[config.mk]
export PLATFORM = sky130hd
export DESIGN_NAME = bounded_key_membership_set_flat
export DESIGN_NICKNAME = d
export VERILOG_FILES = /design/src/design/bkms_pkg.sv /design/src/design/bkms_req_if.sv /design/src/design/bkms_rsp_if.sv /design/src/design/bkms_ram.sv /design/src/design/bounded_key_membership_set.sv /design/src/flat_wrapper.sv
export VERILOG_INCLUDE_DIRS = /design/src /design/src/design
export SDC_FILE = /design/constraint.sdc
export NUM_CORES = 2
export LEC_CHECK = 0
export ABC_AREA = 1
export BUFFER_PORTS_ARGS = -buffer_cell sky130_fd_sc_hd__clkbuf_2
export CORE_AREA = 10 10 485 487
export DETAILED_ROUTE_END_ITERATION = 8
export DIE_AREA = 0 0 495 497
export PLACE_DENSITY = 0.5
export REMOVE_ABC_BUFFERS = 1
export SETUP_SLACK_MARGIN = 0.5
export SLEW_MARGIN = 20
export SYNTH_ARGS = -nofsm -noshare
export SYNTH_HDL_FRONTEND = slang
export SYNTH_SLANG_ARGS = --single-unit
[constraint.sdc]
create_clock -name clock -period 7.1 [get_ports clock]
set_clock_uncertainty 0.15 [all_clocks]
set_input_delay 1.065 -clock clock [delete_from_list [all_inputs] [get_ports clock]]
set_output_delay 1.065 -clock clock [all_outputs]
set_load 0.05 [all_outputs]
[src/design/bounded_key_membership_set_assert.svh]
// Assertion macros shared by the bounded key membership set RTL.
// Depends on nothing; included by files that carry concurrent checks.
`ifndef BOUNDED_KEY_MEMBERSHIP_SET_ASSERT_SVH
`define BOUNDED_KEY_MEMBERSHIP_SET_ASSERT_SVH

// Same-cycle implication, disabled while reset is high.
`define BKMS_ASSERT_NOW(label, clk, rst, ante, cons) \
   label: assert property (@(posedge clk) disable iff (rst) (ante) |-> (cons)) \
      else $error("bkms assertion failed");

// Next-cycle implication, disabled while reset is high.
`define BKMS_ASSERT_NXT(label, clk, rst, ante, cons) \
   label: assert property (@(posedge clk) disable iff (rst) (ante) |=> (cons)) \
      else $error("bkms assertion failed");

`endif

[src/design/bkms_pkg.sv]
// Shared codes and field widths of the bounded key membership set.
// No dependencies; used by the interfaces and the top module.
package bkms_pkg;

   localparam int FUNC_W   = 2;
   localparam int KEY_W    = 32;
   localparam int COUNT_W  = 7;

   localparam logic [FUNC_W-1:0] FUNC_ADD    = 2'd0;
   localparam logic [FUNC_W-1:0] FUNC_REMOVE = 2'd1;
   localparam logic [FUNC_W-1:0] FUNC_TEST   = 2'd2;

   localparam logic STATUS_DONE = 1'b0;
   localparam logic STATUS_FULL = 1'b1;

   typedef logic [FUNC_W-1:0]       func_type;
   typedef logic signed [KEY_W-1:0] key_type;
   typedef logic [COUNT_W-1:0]      count_type;

endpackage

[src/design/bkms_req_if.sv]
// Request channel: one word carries an operation code and a key.
// Depends on bkms_pkg for the field types.
interface bkms_req_if;
   logic                valid;
   logic                ready;
   bkms_pkg::func_type  func;
   bkms_pkg::key_type   key;

   modport source (output valid, output func, output key, input ready);
   modport sink   (input valid, input func, input key, output ready);
endinterface

[src/design/bkms_rsp_if.sv]
// Response channel: one word carries membership, status and member count.
// Depends on bkms_pkg for the field types.
interface bkms_rsp_if;
   logic                 valid;
   logic                 ready;
   logic                 was_member;
   logic                 status;
   bkms_pkg::count_type  member_count;

   modport source (output valid, output was_member, output status,
                   output member_count, input ready);
   modport sink   (input valid, input was_member, input status,
                   input member_count, output ready);
endinterface

[src/design/bkms_ram.sv]
// Generic single-write, single-read RAM with a registered read port.
// No dependencies.
module bkms_ram #(
   parameter int WIDTH = 32,
   parameter int DEPTH = 64
) (
   input  logic                     clock,
   input  logic                     wr_en,
   input  logic [$clog2(DEPTH)-1:0] wr_addr,
   input  logic [WIDTH-1:0]         wr_data,
   input  logic                     rd_en,
   input  logic [$clog2(DEPTH)-1:0] rd_addr,
   output logic [WIDTH-1:0]         rd_data
);
   logic [WIDTH-1:0] mem_ff [DEPTH];
   logic [WIDTH-1:0] rd_data_ff;

   always_ff @(posedge clock) begin
      if (wr_en) begin
         mem_ff[wr_addr] <= wr_data;
      end
      if (rd_en) begin
         rd_data_ff <= mem_ff[rd_addr];
      end
   end

   assign rd_data = rd_data_ff;
endmodule

[src/design/bounded_key_membership_set.sv]
// Bounded key membership set: a set of up to CAPACITY 32-bit keys that
// answers add, remove and test requests. Every request word returns one
// response word with the prior membership of the key, a full status for a
// refused add, and the member count after the operation. Keys live in one
// RAM and their valid flags in another; a single comparator walks all
// CAPACITY entries through the RAM read port, one entry per cycle, noting
// the matching entry and the lowest free one. A request is accepted in the
// idle state, scanned, and then finished in the update step, which writes
// the RAMs and loads the response register; the update step waits while a
// previous response still waits untaken. The response register lets the
// next request be accepted while a finished response still waits. After
// reset the block runs a clearing pass over the valid RAM; req_ch.ready
// stays low during it.
// Depends on bkms_pkg, bkms_req_if, bkms_rsp_if, bkms_ram and the assertion
// macro header.
`include "bounded_key_membership_set_assert.svh"

module bounded_key_membership_set #(
   parameter int CAPACITY = 64
) (
   input  logic        clock,
   input  logic        reset,
   bkms_req_if.sink    req_ch,
   bkms_rsp_if.source  rsp_ch
);
   import bkms_pkg::*;

   localparam int AW = $clog2(CAPACITY);
   localparam int CW = $clog2(CAPACITY + 1);
   localparam logic [AW-1:0] LAST_IDX  = AW'(CAPACITY - 1);
   localparam logic [AW:0]   SCAN_END  = (AW + 1)'(CAPACITY);
   localparam logic [CW-1:0] CAP_COUNT = CW'(CAPACITY);

   // Sequencer states.
   localparam logic [1:0] ST_CLEAR  = 2'd0;
   localparam logic [1:0] ST_IDLE   = 2'd1;
   localparam logic [1:0] ST_SCAN   = 2'd2;
   localparam logic [1:0] ST_UPDATE = 2'd3;

   // Control registers.
   logic [1:0]    state_ff, state_in;
   logic [AW:0]   cnt_ff, cnt_in;
   logic          rd_vld_ff, rd_vld_in;
   logic          hit_ff, hit_in;
   logic          free_found_ff, free_found_in;
   logic [CW-1:0] count_ff, count_in;
   logic          rsp_valid_ff, rsp_valid_in;

   // Payload registers.
   func_type      func_ff, func_in;
   key_type       key_ff, key_in;
   logic [AW-1:0] rd_idx_ff, rd_idx_in;
   logic [AW-1:0] hit_idx_ff, hit_idx_in;
   logic [AW-1:0] free_idx_ff, free_idx_in;
   logic          was_member_ff, was_member_in;
   logic          status_ff, status_in;
   count_type     member_count_ff, member_count_in;

   // RAM ports.
   logic          rd_en;
   logic [AW-1:0] rd_addr;
   logic          key_wr_en;
   logic          flag_wr_en;
   logic          flag_wr_data;
   logic [AW-1:0] wr_addr;
   key_type       key_rd;
   logic          flag_rd;

   logic          rsp_free;
   logic          entry_match;
   logic [CW-1:0] count_next;
   logic [CW+COUNT_W-1:0] count_ext;

   bkms_ram #(.WIDTH(KEY_W), .DEPTH(CAPACITY)) u_key_ram (
      .clock   (clock),
      .wr_en   (key_wr_en),
      .wr_addr (wr_addr),
      .wr_data (key_ff),
      .rd_en   (rd_en),
      .rd_addr (rd_addr),
      .rd_data (key_rd)
   );

   bkms_ram #(.WIDTH(1), .DEPTH(CAPACITY)) u_flag_ram (
      .clock   (clock),
      .wr_en   (flag_wr_en),
      .wr_addr (wr_addr),
      .wr_data (flag_wr_data),
      .rd_en   (rd_en),
      .rd_addr (rd_addr),
      .rd_data (flag_rd)
   );

   assign req_ch.ready = (state_ff == ST_IDLE);
   assign rsp_free     = !rsp_valid_ff || rsp_ch.ready;

   // The shared comparator: a live entry whose key equals the request key.
   assign entry_match = flag_rd && (key_rd == key_ff);

   always_comb begin
      state_in        = state_ff;
      cnt_in          = cnt_ff;
      hit_in          = hit_ff;
      free_found_in   = free_found_ff;
      count_in        = count_ff;
      rsp_valid_in    = rsp_valid_ff;
      func_in         = func_ff;
      key_in          = key_ff;
      hit_idx_in      = hit_idx_ff;
      free_idx_in     = free_idx_ff;
      was_member_in   = was_member_ff;
      status_in       = status_ff;
      member_count_in = member_count_ff;
      rd_en           = 1'b0;
      rd_addr         = cnt_ff[AW-1:0];
      key_wr_en       = 1'b0;
      flag_wr_en      = 1'b0;
      flag_wr_data    = 1'b0;
      wr_addr         = cnt_ff[AW-1:0];
      count_next      = count_ff;
      count_ext       = '0;

      // A waiting response leaves once it is taken.
      if (rsp_valid_ff && rsp_ch.ready) begin
         rsp_valid_in = 1'b0;
      end

      case (state_ff)
         ST_CLEAR: begin
            flag_wr_en = 1'b1;
            if (cnt_ff[AW-1:0] == LAST_IDX) begin
               cnt_in   = '0;
               state_in = ST_IDLE;
            end else begin
               cnt_in = cnt_ff + 1'b1;
            end
         end
         ST_IDLE: begin
            if (req_ch.valid) begin
               func_in       = req_ch.func;
               key_in        = req_ch.key;
               hit_in        = 1'b0;
               free_found_in = 1'b0;
               cnt_in        = '0;
               state_in      = ST_SCAN;
            end
         end
         ST_SCAN: begin
            if (cnt_ff != SCAN_END) begin
               rd_en  = 1'b1;
               cnt_in = cnt_ff + 1'b1;
            end
            if (rd_vld_ff) begin
               if (entry_match) begin
                  hit_in     = 1'b1;
                  hit_idx_in = rd_idx_ff;
               end
               if (!flag_rd && !free_found_ff) begin
                  free_found_in = 1'b1;
                  free_idx_in   = rd_idx_ff;
               end
               if (rd_idx_ff == LAST_IDX) begin
                  state_in = ST_UPDATE;
               end
            end
         end
         ST_UPDATE: begin
            if (rsp_free) begin
               status_in = STATUS_DONE;
               if (func_ff == FUNC_ADD) begin
                  if (!hit_ff && free_found_ff) begin
                     key_wr_en    = 1'b1;
                     flag_wr_en   = 1'b1;
                     flag_wr_data = 1'b1;
                     wr_addr      = free_idx_ff;
                     count_next   = count_ff + 1'b1;
                  end else if (!hit_ff) begin
                     status_in = STATUS_FULL;
                  end
               end else if (func_ff == FUNC_REMOVE) begin
                  if (hit_ff) begin
                     flag_wr_en = 1'b1;
                     wr_addr    = hit_idx_ff;
                     count_next = count_ff - 1'b1;
                  end
               end
               // Test and the unused code leave the set untouched.
               count_ext       = {{COUNT_W{1'b0}}, count_next};
               count_in        = count_next;
               was_member_in   = hit_ff;
               member_count_in = count_ext[COUNT_W-1:0];
               rsp_valid_in    = 1'b1;
               state_in        = ST_IDLE;
            end
         end
         default: begin
            state_in = ST_IDLE;
         end
      endcase

      rd_vld_in = rd_en;
      rd_idx_in = cnt_ff[AW-1:0];
   end

   always_ff @(posedge clock) begin
      if (reset) begin
         state_ff      <= ST_CLEAR;
         cnt_ff        <= '0;
         rd_vld_ff     <= 1'b0;
         hit_ff        <= 1'b0;
         free_found_ff <= 1'b0;
         count_ff      <= '0;
         rsp_valid_ff  <= 1'b0;
      end else begin
         state_ff      <= state_in;
         cnt_ff        <= cnt_in;
         rd_vld_ff     <= rd_vld_in;
         hit_ff        <= hit_in;
         free_found_ff <= free_found_in;
         count_ff      <= count_in;
         rsp_valid_ff  <= rsp_valid_in;
      end
   end

   always_ff @(posedge clock) begin
      func_ff         <= func_in;
      key_ff          <= key_in;
      rd_idx_ff       <= rd_idx_in;
      hit_idx_ff      <= hit_idx_in;
      free_idx_ff     <= free_idx_in;
      was_member_ff   <= was_member_in;
      status_ff       <= status_in;
      member_count_ff <= member_count_in;
   end

   assign rsp_ch.valid        = rsp_valid_ff;
   assign rsp_ch.was_member   = was_member_ff;
   assign rsp_ch.status       = status_ff;
   assign rsp_ch.member_count = member_count_ff;

   // The member count can never pass the number of entries.
   `BKMS_ASSERT_NOW(a_count_bound, clock, reset, 1'b1, count_ff <= CAP_COUNT)
   // An accepted request always starts a scan.
   `BKMS_ASSERT_NXT(a_accept_scan, clock, reset, req_ch.valid && req_ch.ready,
                    state_ff == ST_SCAN)
   // A full refusal is only reported when every entry is in use.
   `BKMS_ASSERT_NOW(a_full_status, clock, reset,
                    rsp_ch.valid && (rsp_ch.status == STATUS_FULL),
                    count_ff == CAP_COUNT)
   // The count only moves in the update step.
   `BKMS_ASSERT_NXT(a_count_hold, clock, reset, state_ff != ST_UPDATE,
                    $stable(count_ff))
   // A full refusal never coincides with a hit.
   `BKMS_ASSERT_NOW(a_full_no_hit, clock, reset,
                    rsp_ch.valid && (rsp_ch.status == STATUS_FULL),
                    !rsp_ch.was_member)
endmodule
[src/flat_wrapper.sv]
// flat-port wrapper written by rule: the top's interface ports become plain ports
module bounded_key_membership_set_flat import bkms_pkg::*;
#(
   parameter int CAPACITY = 64
)
  (clock, reset, req_ch_valid, req_ch_func, req_ch_key, req_ch_ready, rsp_ch_valid, rsp_ch_was_member, rsp_ch_status, rsp_ch_member_count, rsp_ch_ready);
  bkms_req_if req_ch_i ();
  bkms_rsp_if rsp_ch_i ();
  input  logic clock;
  input  logic reset;
  input wire logic [$bits(req_ch_i.valid)-1:0] req_ch_valid;
  input wire logic [$bits(req_ch_i.func)-1:0] req_ch_func;
  input wire logic [$bits(req_ch_i.key)-1:0] req_ch_key;
  output wire logic [$bits(req_ch_i.ready)-1:0] req_ch_ready;
  output wire logic [$bits(rsp_ch_i.valid)-1:0] rsp_ch_valid;
  output wire logic [$bits(rsp_ch_i.was_member)-1:0] rsp_ch_was_member;
  output wire logic [$bits(rsp_ch_i.status)-1:0] rsp_ch_status;
  output wire logic [$bits(rsp_ch_i.member_count)-1:0] rsp_ch_member_count;
  input wire logic [$bits(rsp_ch_i.ready)-1:0] rsp_ch_ready;
  assign req_ch_i.valid = req_ch_valid;
  assign req_ch_i.func = req_ch_func;
  assign req_ch_i.key = req_ch_key;
  assign req_ch_ready = req_ch_i.ready;
  assign rsp_ch_valid = rsp_ch_i.valid;
  assign rsp_ch_was_member = rsp_ch_i.was_member;
  assign rsp_ch_status = rsp_ch_i.status;
  assign rsp_ch_member_count = rsp_ch_i.member_count;
  assign rsp_ch_i.ready = rsp_ch_ready;
  bounded_key_membership_set #(.CAPACITY(CAPACITY)) u_core (.clock(clock), .reset(reset), .req_ch(req_ch_i), .rsp_ch(rsp_ch_i));
endmodule
==> metrics.md <==
| Metric | Value |
|---|---|
| Crit Reg-Reg Startpoint | u_core.state_ff[0]$_SDFFE_PP0P_ |
| Number of cells on the worst reg-to-reg path | 13 |
| Die H | 497 um |
| Warning count from the yosys run | 0 |
| Post-layout nets | 7571 |
| Syn avg cell area | 11.9 sq um |
| Layout cells sized above 1 | 7.87% |
| Crit Path Category | flop to flop |
| Synth top cells by count | 2200 x edfxtp_1, 1861 x nor2_1, 1166 x nand2_1 |
| Post-Layout Cell Count | 10728 |
| Cells after DPL | 10283 |
| Largest net degree at the start of global routing | 185 |
| Initial antenna violation count | 18 |
| Area Growth Syn to Fin | 12.8% |
| Synth top area share | 73.8% |
| TritonCTS Buffers | 231 |
| Hold Crit Class | input pin to flop |
| Hold-fix buffers, CTS | 0 |
| Startpoint types | flop |
| DRC errors left | 0 |
| Area contributors post-synth | edfxtp_1 74%, nor2_1 7.8%, nand2_1 4.9% |
| Final wirelength | 273000 um |
| Post-DP HPWL | 156000 um |
| H-tree levels | 4 |
| Dpl ws | 1.81 ns |
| Vias in the first global route | 54920 |
| DR WL/cell | 25.4 um |
| RR Endpoint | u_core.u_key_ram.mem_ff[12][27]$_DFFE_PP_ |
| P_leak | 34.1 nW |
| Power per Cell Area | 339 mW/mm^2 |
| Ports | 49 |
| Outcome | finished clean |
| CTS tree | built |
| Tmin final | 4.78 ns |
| Peak supply drop | 0.000298 V |
| Cell taking the most area after synthesis | edfxtp_1 |
| Grt total ovfl | 0 |
| 1st-pass router iterations | 6 |
| Post-synth EDFFs | 2200 |
| R2R Setup Slk | 2.32 ns |
| Cts repair resizes | 0 |
| Crit path required time | 7.53 ns |
| Max Buffers Root-to-Sink | 3 |
| Achievable frequency | 209 MHz |
| Total GRT Usage | 21.5% |
| Die area | 0.246 sq mm |
| Port-buffer cells | 48 |
| WHS | 0.218 ns |
| Most frequent cell after synthesis | edfxtp_1 |
| Row Count | 175 |
| Mapped Area | 0.0895 sq mm |
| Sequential area share after synthesis | 74.4% |
| Unrepaired setup endpoints after global routing | no |
| Fin Setup TNS | 0 ns |
| Yosys reg bits | 2226 |
| Fill cell count | 20803 |
| Main synth FF type | edfxtp_1 |
| Critical-path maximum fanout | 21 |
| Root buffer cell | clkbuf_16 |
| Final Setup Violations | 0 |
| Crit path arrival time | 5.21 ns |
| Hold depth | 1 |
| Yosys cell types | 35 |
| Via count | 57843 |
| CTS clk-pin slew, worst paths | 0.06 ns |
| Clock Latency Late Sink | 0.88 ns |
| Hold Crit Start | req_ch_key[11] |
| Postcts setup bufs | 0 |
| Total core area | 0.226 sq mm |
| First-pass GRT wire length | 393000 um |
| Crit end category | flop |
| Final GP Congestion | 0.854 |
| Starting density of the core | 39.6% |
| Hold endpoint | u_core.key_ff[11]$_DFFE_PP_ |
| Asr flop ratio synth | 0% |
| Final hold violations | 0 |
| Tightest Pin Transition | 1.15 ns |
| Vias per cell | 5.39 |
| Chip width | 495 um |
| Slew Limit Fails | 0 |
| 1st-iter DRT viols | 6641 |
| Final period util | 67.3% |
| Final ANT Viol Nets | 0 |
| Clock sink total | 2226 |
| Max Cap Viol | 0 |
| Cells after Synth | 7523 |
| Setup ws final | 2.32 ns |
| Slew headroom | 23.5% |
cell usage in the layout, fill, tap and decap left out, drive strengths merged:
master | synthesis | layout
nor2 | 1881 | 1881
ha | 10 | 10
o21ai | 1171 | 1171
nor3b | 4 | 4
edfxtp | 2200 | 2200
clkinvlp | 0 | 9
diode | 0 | 4
a21oi | 127 | 127
or2 | 3 | 3
inv | 115 | 120
clkbuf | 267 | 345
nor3 | 8 | 8
dfxtp | 26 | 26
buf | 174 | 160
nand3 | 175 | 175
nand2 | 1169 | 1169
and2 | 1 | 1
o211ai | 2 | 2
a211oi | 1 | 1
xnor2 | 4 | 4
xor2 | 7 | 7
nand3b | 1 | 1
nor4 | 1 | 1
bufinv | 0 | 14
nand4 | 48 | 48
o221ai | 1 | 1
clkinv | 3 | 103
o21bai | 1 | 1
o22ai | 123 | 123
logic make-up (layout without fill, tap and decap cells):
kind of cell             count (synthesis)  after routing  synth area share, %
AND/OR/NAND/NOR                       3291           3291                 14.3
other                                    0              4                    0
flip-flops                            2226           2226                 74.4
XOR/XNOR                                11             11                0.108
AO/OA/AOI/OAI                         1426           1426                 8.17
buffers and inverters                  559            751                 2.88
adder cells (fa/ha/maj)                 10             10                0.140
worst max-delay path, stage by stage, from the launching register on:
cell and delay [ns]:
dfxtp_1 0.40, ha_1 0.28, nand2_2 0.06, buf_4 0.20, inv_1 0.45, nand2_2 0.26
nand2_1 0.11, nand3_1 0.13, inv_1 0.11, nand2_1 0.12, nor2_2 0.75, nand2_1 0.24
nor2_4 0.85, buf_4 0.32
power by group:
part | internal, W | total [W] | switching [W]
registers | 0.0149 | 0.0151 | 0.000160
clock network | 0.00655 | 0.0116 | 0.00505
logic | 0.00180 | 0.00760 | 0.00580
per-stage QoR:
step           area [sq um]  power, W  util (%)
4_1_cts              101000    0.0344      44.5
2_1_floorplan         87400    0.0195         -
3_3_place_gp          93100    0.0229      41.2
6_report             101000    0.0343      44.7
5_1_grt              101000    0.0357      44.7
3_5_place_dp          93500    0.0229      41.4
layout make-up:
class | count | area [sq um] | share of cell area [%]
well taps | 3009 | 3760 | 3.73
diodes | 4 | 10.0 | 0.00991
flip-flops and latches | 2226 | 66600 | 65.9
repair buffers | 208 | 2170 | 2.15
clock inverters | 128 | 996 | 0.986
clock buffers | 297 | 6130 | 6.07
inverters | 118 | 463 | 0.458
multi-input cells | 4738 | 20900 | 20.7
per-layer routing:
metal	up-vias	part of all wire (%)	wire, um	GRT usage (%)
met1	29082	46	124000	32.1
met5	-	0.0044	12	0
li1	26416	-	-	-
met4	2	2.8	7730	6.30
met3	354	7.2	19800	3.36
met2	1989	44	121000	32.3
state kept, by name (all words and copies together) (netlist names):
signal	count
u_core.u_flag_ram.rd_data	1
u_core.rd_vld_ff	1
u_core.rsp_ch.status	1
u_core.rd_idx_ff	6
u_core.count_ff	7
u_core.rsp_ch.member_count	7
u_core.u_key_ram.mem_ff	2048
u_core.rsp_ch.valid	1
u_core.u_key_ram.rd_data	32
u_core.func_ff	2
u_core.key_ff	32
u_core.cnt_ff	7
u_core.rsp_ch.was_member	1
u_core.hit_ff	1
u_core.hit_idx_ff	6
u_core.state_ff	2
u_core.u_flag_ram.mem_ff	64
u_core.free_found_ff	1
u_core.free_idx_ff	6
worst max path at each step:
stage / to / cells past startpoint / start
after floorplan: u_core.u_flag_ram.rd_data$_DFFE_PP_ / 5 / u_core.cnt_ff[0]$_SDFFE_PP0P_
after global placement: u_core.u_key_ram.mem_ff[12][5]$_DFFE_PP_ / 15 / rsp_ch_ready
after detailed placement: u_core.u_key_ram.mem_ff[12][27]$_DFFE_PP_ / 15 / rsp_ch_ready
after CTS: u_core.u_key_ram.mem_ff[12][27]$_DFFE_PP_ / 13 / u_core.state_ff[0]$_SDFFE_PP0P_
after global routing: u_core.u_key_ram.mem_ff[12][30]$_DFFE_PP_ / 13 / u_core.state_ff[0]$_SDFFE_PP0P_
final: u_core.u_key_ram.mem_ff[12][27]$_DFFE_PP_ / 13 / u_core.state_ff[0]$_SDFFE_PP0P_
No activity file was read; power rests on OpenSTA's default activity.
